--- src/sv/etf_pkg.sv ---
// Shared types, constants and helpers for the escape-time fractal pixel block.
package etf_pkg;

    // Number format and field widths
    localparam int VAL_W      = 48;
    localparam int HALF_W     = VAL_W / 2;
    localparam int PROD_W     = 2 * VAL_W;
    localparam int MAG_W      = 47;
    localparam int COUNT_W    = 16;
    localparam int LIMIT_W    = 7;
    localparam int COORD_W    = 10;
    localparam int CFG_IDX_W  = 3;
    localparam int CFG_DATA_W = 48;
    localparam int S_TDATA_W  = 24;
    localparam int M_TDATA_W  = 64;

    localparam logic signed [VAL_W-1:0] VAL_MAX = {1'b0, {(VAL_W-1){1'b1}}};
    localparam logic signed [VAL_W-1:0] VAL_MIN = {1'b1, {(VAL_W-1){1'b0}}};
    localparam logic [MAG_W-1:0]        MAG_MAX = '1;

    // Configuration register indexes
    localparam logic [CFG_IDX_W-1:0] CFG_FRACTAL_MODE   = 3'd0;
    localparam logic [CFG_IDX_W-1:0] CFG_MAX_ITERATIONS = 3'd1;
    localparam logic [CFG_IDX_W-1:0] CFG_ESCAPE_LIMIT   = 3'd2;
    localparam logic [CFG_IDX_W-1:0] CFG_CENTER_RE      = 3'd3;
    localparam logic [CFG_IDX_W-1:0] CFG_CENTER_IM      = 3'd4;
    localparam logic [CFG_IDX_W-1:0] CFG_PIXEL_SCALE    = 3'd5;
    localparam logic [CFG_IDX_W-1:0] CFG_JULIA_RE       = 3'd6;
    localparam logic [CFG_IDX_W-1:0] CFG_JULIA_IM       = 3'd7;

    typedef struct packed {
        logic                      fractal_mode;
        logic [COUNT_W-1:0]        max_iterations;
        logic [LIMIT_W-1:0]        escape_limit;
        logic signed [VAL_W-1:0]   center_re;
        logic signed [VAL_W-1:0]   center_im;
        logic [MAG_W-1:0]          pixel_scale;
        logic signed [VAL_W-1:0]   julia_re;
        logic signed [VAL_W-1:0]   julia_im;
    } cfg_t;

    localparam cfg_t CFG_RESET = '{
        fractal_mode:   1'b0,
        max_iterations: 16'd100,
        escape_limit:   7'd16,
        center_re:      -48'sd549755813888,
        center_im:      48'sd0,
        pixel_scale:    47'd1099511628,
        julia_re:       48'sd0,
        julia_im:       48'sd0
    };

    // Multiplier lane steps
    typedef struct packed {
        logic mul_lo;
        logic mul_hi;
        logic mul_acc;
        logic mul_fin;
    } mul_cmd_t;

    // Controller to datapath
    typedef struct packed {
        logic     map_mul;
        logic     map_add;
        mul_cmd_t mul;
        logic     update;
        logic     root_start;
        logic     load_out;
    } dp_cmd_t;

    // Datapath to controller
    typedef struct packed {
        logic at_max;
        logic escaped;
        logic root_busy;
    } dp_status_t;

    // Clamp a two-bit-wider sum back into the value range
    function automatic logic signed [VAL_W-1:0] sat_val(input logic signed [VAL_W+1:0] v);
        logic signed [VAL_W+1:0] hi_lim;
        logic signed [VAL_W+1:0] lo_lim;
        hi_lim = {2'b00, VAL_MAX};
        lo_lim = {2'b11, VAL_MIN};
        if (v > hi_lim) begin
            return VAL_MAX;
        end else if (v < lo_lim) begin
            return VAL_MIN;
        end else begin
            return v[VAL_W-1:0];
        end
    endfunction

endpackage

--- src/sv/etf_ctrl.sv ---
// Controller: sequences mapping, iteration steps, square root and result hand-off.
module etf_ctrl
    import etf_pkg::*;
(
    input  logic       aclk,
    input  logic       aresetn,
    input  logic       s_tvalid,
    output logic       s_tready,
    output logic       m_tvalid,
    input  logic       m_tready,
    output dp_cmd_t    cmd,
    input  dp_status_t sts
);

    typedef enum logic [3:0] {
        ST_IDLE,
        ST_MAP,
        ST_MUL_LO,
        ST_MUL_HI,
        ST_MUL_ACC,
        ST_MUL_FIN,
        ST_CHECK,
        ST_ROOT,
        ST_OUT
    } state_t;

    state_t state_reg, state_next;
    logic   m_tvalid_reg, m_tvalid_next;
    logic   finished;
    logic   out_free;

    assign s_tready = (state_reg == ST_IDLE);
    assign m_tvalid = m_tvalid_reg;
    assign finished = sts.at_max || sts.escaped;
    assign out_free = !m_tvalid_reg || m_tready;

    // Commands to the datapath
    always_comb begin
        cmd             = '0;
        cmd.map_mul     = (state_reg == ST_IDLE) && s_tvalid;
        cmd.map_add     = (state_reg == ST_MAP);
        cmd.mul.mul_lo  = (state_reg == ST_MUL_LO);
        cmd.mul.mul_hi  = (state_reg == ST_MUL_HI);
        cmd.mul.mul_acc = (state_reg == ST_MUL_ACC);
        cmd.mul.mul_fin = (state_reg == ST_MUL_FIN);
        cmd.update      = (state_reg == ST_CHECK) && !finished;
        cmd.root_start  = (state_reg == ST_CHECK) && finished;
        cmd.load_out    = (state_reg == ST_OUT) && out_free;
    end

    // Next state and output word valid
    always_comb begin
        state_next    = state_reg;
        m_tvalid_next = m_tvalid_reg && !m_tready;
        unique case (state_reg)
            ST_IDLE: begin
                if (s_tvalid) begin
                    state_next = ST_MAP;
                end
            end
            ST_MAP:     state_next = ST_MUL_LO;
            ST_MUL_LO:  state_next = ST_MUL_HI;
            ST_MUL_HI:  state_next = ST_MUL_ACC;
            ST_MUL_ACC: state_next = ST_MUL_FIN;
            ST_MUL_FIN: state_next = ST_CHECK;
            ST_CHECK: begin
                state_next = finished ? ST_ROOT : ST_MUL_LO;
            end
            ST_ROOT: begin
                if (!sts.root_busy) begin
                    state_next = ST_OUT;
                end
            end
            ST_OUT: begin
                if (out_free) begin
                    state_next    = ST_IDLE;
                    m_tvalid_next = 1'b1;
                end
            end
            default: state_next = ST_IDLE;
        endcase
    end

    always_ff @(posedge aclk) begin
        if (!aresetn) begin
            state_reg    <= ST_IDLE;
            m_tvalid_reg <= 1'b0;
        end else begin
            state_reg    <= state_next;
            m_tvalid_reg <= m_tvalid_next;
        end
    end

    // One pixel in flight: no second word taken straight after an accept
    a_one_in_flight: assert property (@(posedge aclk) disable iff (!aresetn)
        (s_tvalid && s_tready) |=> !s_tready)
        else $error("input taken while a pixel is in flight");

    // A new result appears only after a load into the output register
    a_valid_from_load: assert property (@(posedge aclk) disable iff (!aresetn)
        $rose(m_tvalid_reg) |-> $past(cmd.load_out))
        else $error("output valid without a result load");

    // The root unit has finished before the result is loaded
    a_root_done: assert property (@(posedge aclk) disable iff (!aresetn)
        cmd.load_out |-> !sts.root_busy)
        else $error("result loaded while square root still running");

endmodule

--- config.mk ---
export PLATFORM = sky130hd
export DESIGN_NAME = etf_ctrl
export DESIGN_NICKNAME = d
export VERILOG_FILES = /design/src/sv/etf_pkg.sv /design/src/sv/etf_ctrl.sv
export SDC_FILE = /design/constraint.sdc
export NUM_CORES = 1
export LEC_CHECK = 0
export BUFFER_PORTS_ARGS = -buffer_cell sky130_fd_sc_hd__buf_2
export CAP_MARGIN = 20
export CORE_AREA = 2 2 39 41
export CTS_BUF_LIST = sky130_fd_sc_hd__clkbuf_4 sky130_fd_sc_hd__clkbuf_8
export CTS_CLUSTER_SIZE = 10
export DETAILED_ROUTE_END_ITERATION = 10
export DIE_AREA = 0 0 41 43
export PLACE_DENSITY = 0.6
export SYNTH_ARGS = -nofsm -noshare
export SYNTH_HDL_FRONTEND = slang
export SYNTH_SLANG_ARGS = --single-unit
--- constraint.sdc ---
create_clock -name aclk -period 3.85 [get_ports aclk]
set_input_delay 0.77 -clock aclk [delete_from_list [all_inputs] [get_ports aclk]]
set_output_delay 0.77 -clock aclk [all_outputs]
set_load 0.01 [all_outputs]
==> qor_table.md, run 1 <==
| Metric | This run | Unit |
|:---|:---|:---|
| DRT Wirelength | 807 | um |
| Top-Level Pins | 18 | - |
| HPWL after detailed placement | 620.9 | um |
| Routed len/inst | 10.22 | um |
| CTS H-Tree Depth | 1 | - |
| Overall die height | 43 | um |
| Number of post-CTS setup repair buffers | 0 | - |
| First-pass GRT wire length | 1352 | um |
| Row count | 14 | - |
| Peak clock frequency supported by timing | 428.6 | MHz |
| Leakage power | 0.2117 | nW |
| Port Buf Inserts | 17 | - |
| Initial antenna violation count | 0 | - |
| Vias | 392 | - |
| Area taken by flip-flops and latches | 100.1 | um2 |
| TritonCTS buffer count | 3 | - |
| Max-Cap Viols | 0 | - |
| Die span in x | 41 | um |
| Floorplan core area | 0.001384 | mm2 |
| Share of the core filled with cells | 33.00 | % |
| Number of failing hold endpoints at the final stage | 0 | - |
| Syn_nets | 52 | - |
| Arrival time of the worst setup path | 1.56 | ns |
| Result of the run | finished, final reports clean | - |
| Layout fillers | 146 | - |
| Post-synth cell types | 22 | - |
| Hold/Removal Path Class | flop to flop | - |
| Final Slew Violations | 0 | - |
| Overflow left after global routing | 0 | - |
| Clk Tree Root Cell | sky130_fd_sc_hd__clkbuf_4 | - |
| Data required time of the worst path | 3.08 | ns |
| Final std cells w/o fill | 79 | - |
| Starting DRT DRC Count | 15 | - |
| Setup violators final | 0 | - |
| Number of buffers on the longest clock path | 2 | - |
| Number of flip-flops in the largest register | 4 | - |
| Capturing element type of the critical path | output pin | - |
| Worst Skew | 0.002710 | ns |
| Floorplan die area | 0.001763 | mm2 |
| Setup repair after global routing missed its margin | false | - |
| Area of the mapped netlist | 342.8 | um2 |
| Count of state elements after synthesis | 5 | - |
| Mean cell area of the mapped netlist | 7.618 | um2 |
| Number of placed instances, taps included | 75 | - |
| Hold path cells | 2 | - |
| GRT Resource Usage Total | 11.16 | % |
| Area growth from synthesis to layout | 33.21 | % |
| Share of the yosys chip area belonging to registers | 29.20 | % |
| Routability congestion estimate from global placement | 0.8198 | - |
| Number of iterations in the first detailed-routing pass | 4 | - |
| Clock tree from TritonCTS | built | - |
| Initial Utilization | 24.77 | % |
| Number of instances in the synthesized netlist | 45 | - |
| Commonest non-fill, non-tap cell in the layout | sky130_fd_sc_hd__buf_2 | - |
| Total negative setup slack | 0 | ns |
| Least-Margin Pin Slew | 0.3705 | ns |
| Clock Pin Slew Worst Setup and Hold Paths | 0.04 | ns |
| Number of hold-repair buffers added at the cts stage | 0 | - |
| Crit path launch type | flop | - |
| Most frequent cells in the layout | sky130_fd_sc_hd__buf_2 (17), sky130_fd_sc_hd__nor3_1 (7), sky130_fd_sc_hd__nor2_1 (5), sky130_fd_sc_hd__dfxtp_1 (5), sky130_fd_sc_hd__clkbuf_4 (4) | - |
| Peak supply drop | 0.1695 | mV |
| Number of nets with antenna violations after detailed routing | 0 | - |
| Resized Gates After CTS | 0 | - |
| Maximum number of pins on one net before global-route repair | 12 | - |
| Diodes inserted | 0 | - |
| Critical-path maximum fanout | 8 | - |
| Multi-input gate area | 210.2 | um2 |
| Synth warnings | 0 | - |
| Vias in the first global route | 322 | - |
| Number of nets in the final layout | 71 | - |
| Worst-case headroom to the max-slew limit | 75.27 | % |
| Minimum period implied by the final worst setup slack | 2.333 | ns |
| Clock network latency to the later pin of the worst-skew pair | 0.24 | ns |
| Hold Worst Slack | 0.4962 | ns |
| Number of cells on the worst reg-to-reg path | 3 | - |
| Cell Pwr Density | 359.3 | mW/mm2 |
| Period Utilization, post-route | 60.60 | % |
| Fraction of final layout cells with drive strength greater than 1 | 44.44 | % |
| Number of remaining DRC errors | 0 | - |
| Critical path start-end classification | flop to output pin | - |
| Via density per instance | 4.962 | - |
| TritonCTS Sinks | 5 | - |
==> cell families (layout without fill, tap and decap cells) <==
family	Yosys count	after routing	synth area share [%]
AND/OR/NAND/NOR	27	27	44.16
buffers and inverters	6	24	9.489
AO/OA/AOI/OAI	7	7	17.15
flip-flops	5	5	29.20
==> through the flow <==
stage	setup slack (ns)	instance area [um2]	total power, mW
2_1_floorplan	1.866	342.8	0.08676
3_3_place_gp	1.773	426.7	0.09777
3_5_place_dp	1.781	426.7	0.09839
4_1_cts	1.508	456.7	0.1660
5_1_grt	1.413	456.7	0.1759
6_report	1.517	456.7	0.1641
==> worst paths after layout <==
check / endpoint / slack [ns] / from
min reg2reg: m_tvalid / 0.50 / m_tvalid
max reg2reg: state_reg[3] / 2.56 / state_reg[1]
max: cmd[0] / 1.52 / state_reg[3]
min: m_tvalid / 0.50 / m_tvalid
==> worst max-delay path, cell delays in order (launching register included) <==
cell and delay, ns:
sky130_fd_sc_hd__dfxtp_1 0.46, sky130_fd_sc_hd__inv_2 0.06, sky130_fd_sc_hd__or4_4 0.56, sky130_fd_sc_hd__nor2_1 0.11, sky130_fd_sc_hd__buf_2 0.13
==> report_power, final <==
group | total (mW) | switching, mW | leakage [nW] | internal (mW)
combinational | 0.0335 | 0.0176 | 0.152 | 0.0160
clock | 0.0667 | 0.0205 | 0.0184 | 0.0461
sequential | 0.0639 | 0.00857 | 0.0408 | 0.0553
total | 0.164 | 0.0466 | 0.212 | 0.117
==> synth_stat cells <==
cell                       number  area share (%)
sky130_fd_sc_hd__a21oi_1        2             2.9
sky130_fd_sc_hd__a21oi_2        1             2.6
sky130_fd_sc_hd__a311o_1        1             2.9
sky130_fd_sc_hd__and2_1         1             1.8
sky130_fd_sc_hd__buf_2          2             2.9
sky130_fd_sc_hd__buf_6          1             3.3
sky130_fd_sc_hd__dfxtp_1        5              29
sky130_fd_sc_hd__inv_1          2             2.2
sky130_fd_sc_hd__inv_2          1             1.1
sky130_fd_sc_hd__nand2_1        2             2.2
sky130_fd_sc_hd__nand2b_1       3             5.5
sky130_fd_sc_hd__nand2b_2       2             5.1
sky130_fd_sc_hd__nand3_1        1             1.5
sky130_fd_sc_hd__nor2_1         5             5.5
sky130_fd_sc_hd__nor2b_1        2             3.6
sky130_fd_sc_hd__nor3_1         7              10
sky130_fd_sc_hd__nor4_1         2             3.6
sky130_fd_sc_hd__o22ai_1        1             1.8
sky130_fd_sc_hd__o22ai_2        1             3.6
sky130_fd_sc_hd__o311a_2        1             3.3
sky130_fd_sc_hd__or3_1          1             1.8
sky130_fd_sc_hd__or4_4          1             3.3
==> layer usage <==
metal / wire length (um) / GRT usage (%)
met2: 290 / 14.06
met4: 8 / 2.000
met3: 116 / 6.283
met1: 392 / 16.45
met5: 0 / 0
==> layout make-up <==
class,instances,share of cell area (%)
well taps,16,4.384
clock buffers,4,6.575
flip-flops and latches,5,21.92
multi-input cells,34,46.03
repair buffers,17,18.63
inverters,3,2.466
No activity file was read; power rests on OpenSTA's default activity.
==> inputs of run 2 (changes only) <==
--- a/config.mk
+++ b/config.mk
@@ -12,7 +12,7 @@
 export CTS_CLUSTER_SIZE = 10
 export DETAILED_ROUTE_END_ITERATION = 10
 export DIE_AREA = 0 0 41 43
-export PLACE_DENSITY = 0.6
+export PLACE_DENSITY = 0.61
 export SYNTH_ARGS = -nofsm -noshare
 export SYNTH_HDL_FRONTEND = slang
 export SYNTH_SLANG_ARGS = --single-unit
==> constraint.sdc (replaced) <==
create_clock -name aclk -period 1.93 [get_ports aclk]
set_input_delay 0.386 -clock aclk [delete_from_list [all_inputs] [get_ports aclk]]
set_output_delay 0.386 -clock aclk [all_outputs]
set_load 0.01 [all_outputs]
==> run 2 against run 1 <==
Compared with the run above: wire length increased by 2.4%; via count fell by 3.1%; highest routed layer unchanged; count of clock-buffer cells in the layout did not move.
==> qor_table.md, run 2 (synthesis gave the netlist of run 1 again) <==
| Metric | This run | Unit | Delta |
|:---|:---|:---|:---|
| Result of the run | finished, final reports clean | - | unchanged |
| Number of nets with antenna violations after detailed routing | 0 | - | unchanged |
| HPWL after detailed placement | 651.6 | um | was 620.9 um |
| Clock Pin Slew Worst Setup and Hold Paths | 0.05 | ns | was 0.04 ns |
| Fraction of final layout cells with drive strength greater than 1 | 46.03 | % | was 44.44% |
| Minimum period implied by the final worst setup slack | 1.860 | ns |  |
| Overall die height | 43 | um | unchanged |
| Leakage power | 0.2122 | nW | was 0.2117 nW |
| Routability congestion estimate from global placement | 0.7728 | - | was 0.8198 |
| CTS H-Tree Depth | 1 | - | unchanged |
| Crit path launch type | flop | - | unchanged |
| Floorplan core area | 0.001384 | mm2 | unchanged |
| Number of hold-repair buffers added at the cts stage | 0 | - | unchanged |
| Row count | 14 | - | unchanged |
| Critical-path maximum fanout | 11 | - | was 8 |
| Number of failing hold endpoints at the final stage | 0 | - | unchanged |
| Max-Cap Viols | 0 | - | unchanged |
| Least-Margin Pin Slew | 0.3737 | ns | was 0.3705 ns |
| Number of flip-flops in the largest register | 4 | - | unchanged |
| Period Utilization, post-route | 96.36 | % |  |
| Placement-stage worst setup slack | 0.2656 | ns | was 1.781 ns |
| Number of iterations in the first detailed-routing pass | 3 | - | was 4 |
| Arrival time of the worst setup path | 1.47 | ns | was 1.56 ns |
| Floorplan die area | 0.001763 | mm2 | unchanged |
| DRT Wirelength | 826 | um | was 807 um |
| TritonCTS Sinks | 5 | - | unchanged |
| Clock tree from TritonCTS | built | - | unchanged |
| Final worst-path setup slack | 0.07030 | ns | was 1.517 ns |
| Port Buf Inserts | 17 | - | unchanged |
| Number of nets in the final layout | 71 | - | unchanged |
| Worst Skew | 0.005012 | ns | was 0.002710 ns |
| Data required time of the worst path | 1.54 | ns | was 3.08 ns |
| Vias | 380 | - | was 392 |
| First-pass GRT wire length | 1290 | um | was 1352 um |
| Cell Pwr Density | 723.7 | mW/mm2 | was 359.3 mW/mm2 |
| Maximum number of pins on one net before global-route repair | 12 | - | unchanged |
| Starting DRT DRC Count | 13 | - | was 15 |
| Worst-case headroom to the max-slew limit | 75.05 | % | was 75.27% |
| Hold/Removal Path Class | input port to flop | - | was flop to flop |
| Commonest non-fill, non-tap cell in the layout | sky130_fd_sc_hd__buf_2 | - | unchanged |
| Diodes inserted | 0 | - | unchanged |
| Routed len/inst | 10.46 | um | was 10.22 um |
| Clk Tree Root Cell | sky130_fd_sc_hd__clkbuf_4 | - | unchanged |
| Peak supply drop | 0.3450 | mV | was 0.1695 mV |
| TritonCTS buffer count | 3 | - | unchanged |
| Via density per instance | 4.810 | - | was 4.962 |
| Number of remaining DRC errors | 0 | - | unchanged |
| Setup repair after global routing missed its margin | false | - | unchanged |
| Overflow left after global routing | 0 | - | unchanged |
| Total negative setup slack | 0 | ns | unchanged |
| Number of buffers on the longest clock path | 2 | - | unchanged |
| Layout fillers | 158 | - | was 146 |
| Die span in x | 41 | um | unchanged |
| Clock network latency to the later pin of the worst-skew pair | 0.24 | ns | about the same |
| Most frequent cells in the layout | sky130_fd_sc_hd__buf_2 (17), sky130_fd_sc_hd__nor3_1 (7), sky130_fd_sc_hd__nor2_1 (5) | - | was sky130_fd_sc_hd__buf_2 (17), sky130_fd_sc_hd__nor3_1 (7), sky130_fd_sc_hd__nor2_1 (5), sky130_fd_sc_hd__dfxtp_1 (5), sky130_fd_sc_hd__clkbuf_4 (4) |
| Initial antenna violation count | 0 | - | unchanged |
| GRT Resource Usage Total | 10.98 | % | was 11.16% |
| Critical path start-end classification | flop to output pin | - | unchanged |
| Vias in the first global route | 326 | - | was 322 |
| Final Slew Violations | 0 | - | unchanged |
| Setup violators final | 0 | - | unchanged |
| Top-Level Pins | 18 | - | unchanged |
| Peak clock frequency supported by timing | 537.7 | MHz |  |
| Capturing element type of the critical path | output pin | - | unchanged |
| Area growth from synthesis to layout | 33.58 | % | was 33.21% |
| Initial Utilization | 24.77 | % | unchanged |
[run 2: cell counts in the layout (fill, tap and decap cells not counted)]
No cell type changed its count.
[run 2: path summary, 6_finish.rpt]
kind | slack [ns] | cells after the start | endpoint | start
worst max-delay path | 0.07 | 3 | cmd[0] | state_reg[1]
worst min register to register | 0.49 | 2 | m_tvalid | m_tvalid
worst min-delay path | 0.38 | 2 | state_reg[3] | sts[0]
worst max register to register | 0.62 | 3 | state_reg[3] | state_reg[1]
[run 2: power by group]
part           internal, mW  total [mW]  switching [mW]
Combinational        0.0319      0.0675          0.0356
Clock                0.0923       0.137          0.0443
Sequential            0.110       0.127          0.0171
Total                 0.234       0.331          0.0970
[run 2: repair_timing]
action / in CTS / in global routing
gates resized for setup: 1 / 0
setup buffers: 0 / 0
setup endpoints to repair: 1 / 0
[run 2: worst max-delay path, cell delays in order (launching register included)]
cell	delay [ns]
sky130_fd_sc_hd__dfxtp_1	0.41
sky130_fd_sc_hd__or4_4	0.58
sky130_fd_sc_hd__nor2_1	0.11
sky130_fd_sc_hd__buf_2	0.13
[run 2: final cells by class]
type	instances	area, um2	share of cell area, %
inverter	3	11.26	2.459
timing repair buffer	17	85.08	18.58
sequential	5	101.3	22.13
multi-input combinational	34	210.2	45.90
clock buffer	4	30.03	6.557
tap	16	20.02	4.372
[run 2: routing by layer]
metal | global-route usage (%) | routed length, um
met4 | 6.000 | 19
met5 | 0 | 0
met3 | 4.188 | 103
met2 | 14.06 | 307
met1 | 15.26 | 396
[run 2: stage by stage]
step	utilization (%)	instance area, um2	hold slack (ns)	cells	power, mW
3_5_place_dp	30.83	426.7	0.4867	75	0.1967
5_1_grt	33.09	457.9	0.3888	79	0.3535
3_3_place_gp	30.83	426.7	0.4897	75	0.1963
2_1_floorplan	-	342.8	0.4983	45	0.1731
4_1_cts	33.09	457.9	0.3750	79	0.3344
6_report	33.09	457.9	0.3845	79	0.3314
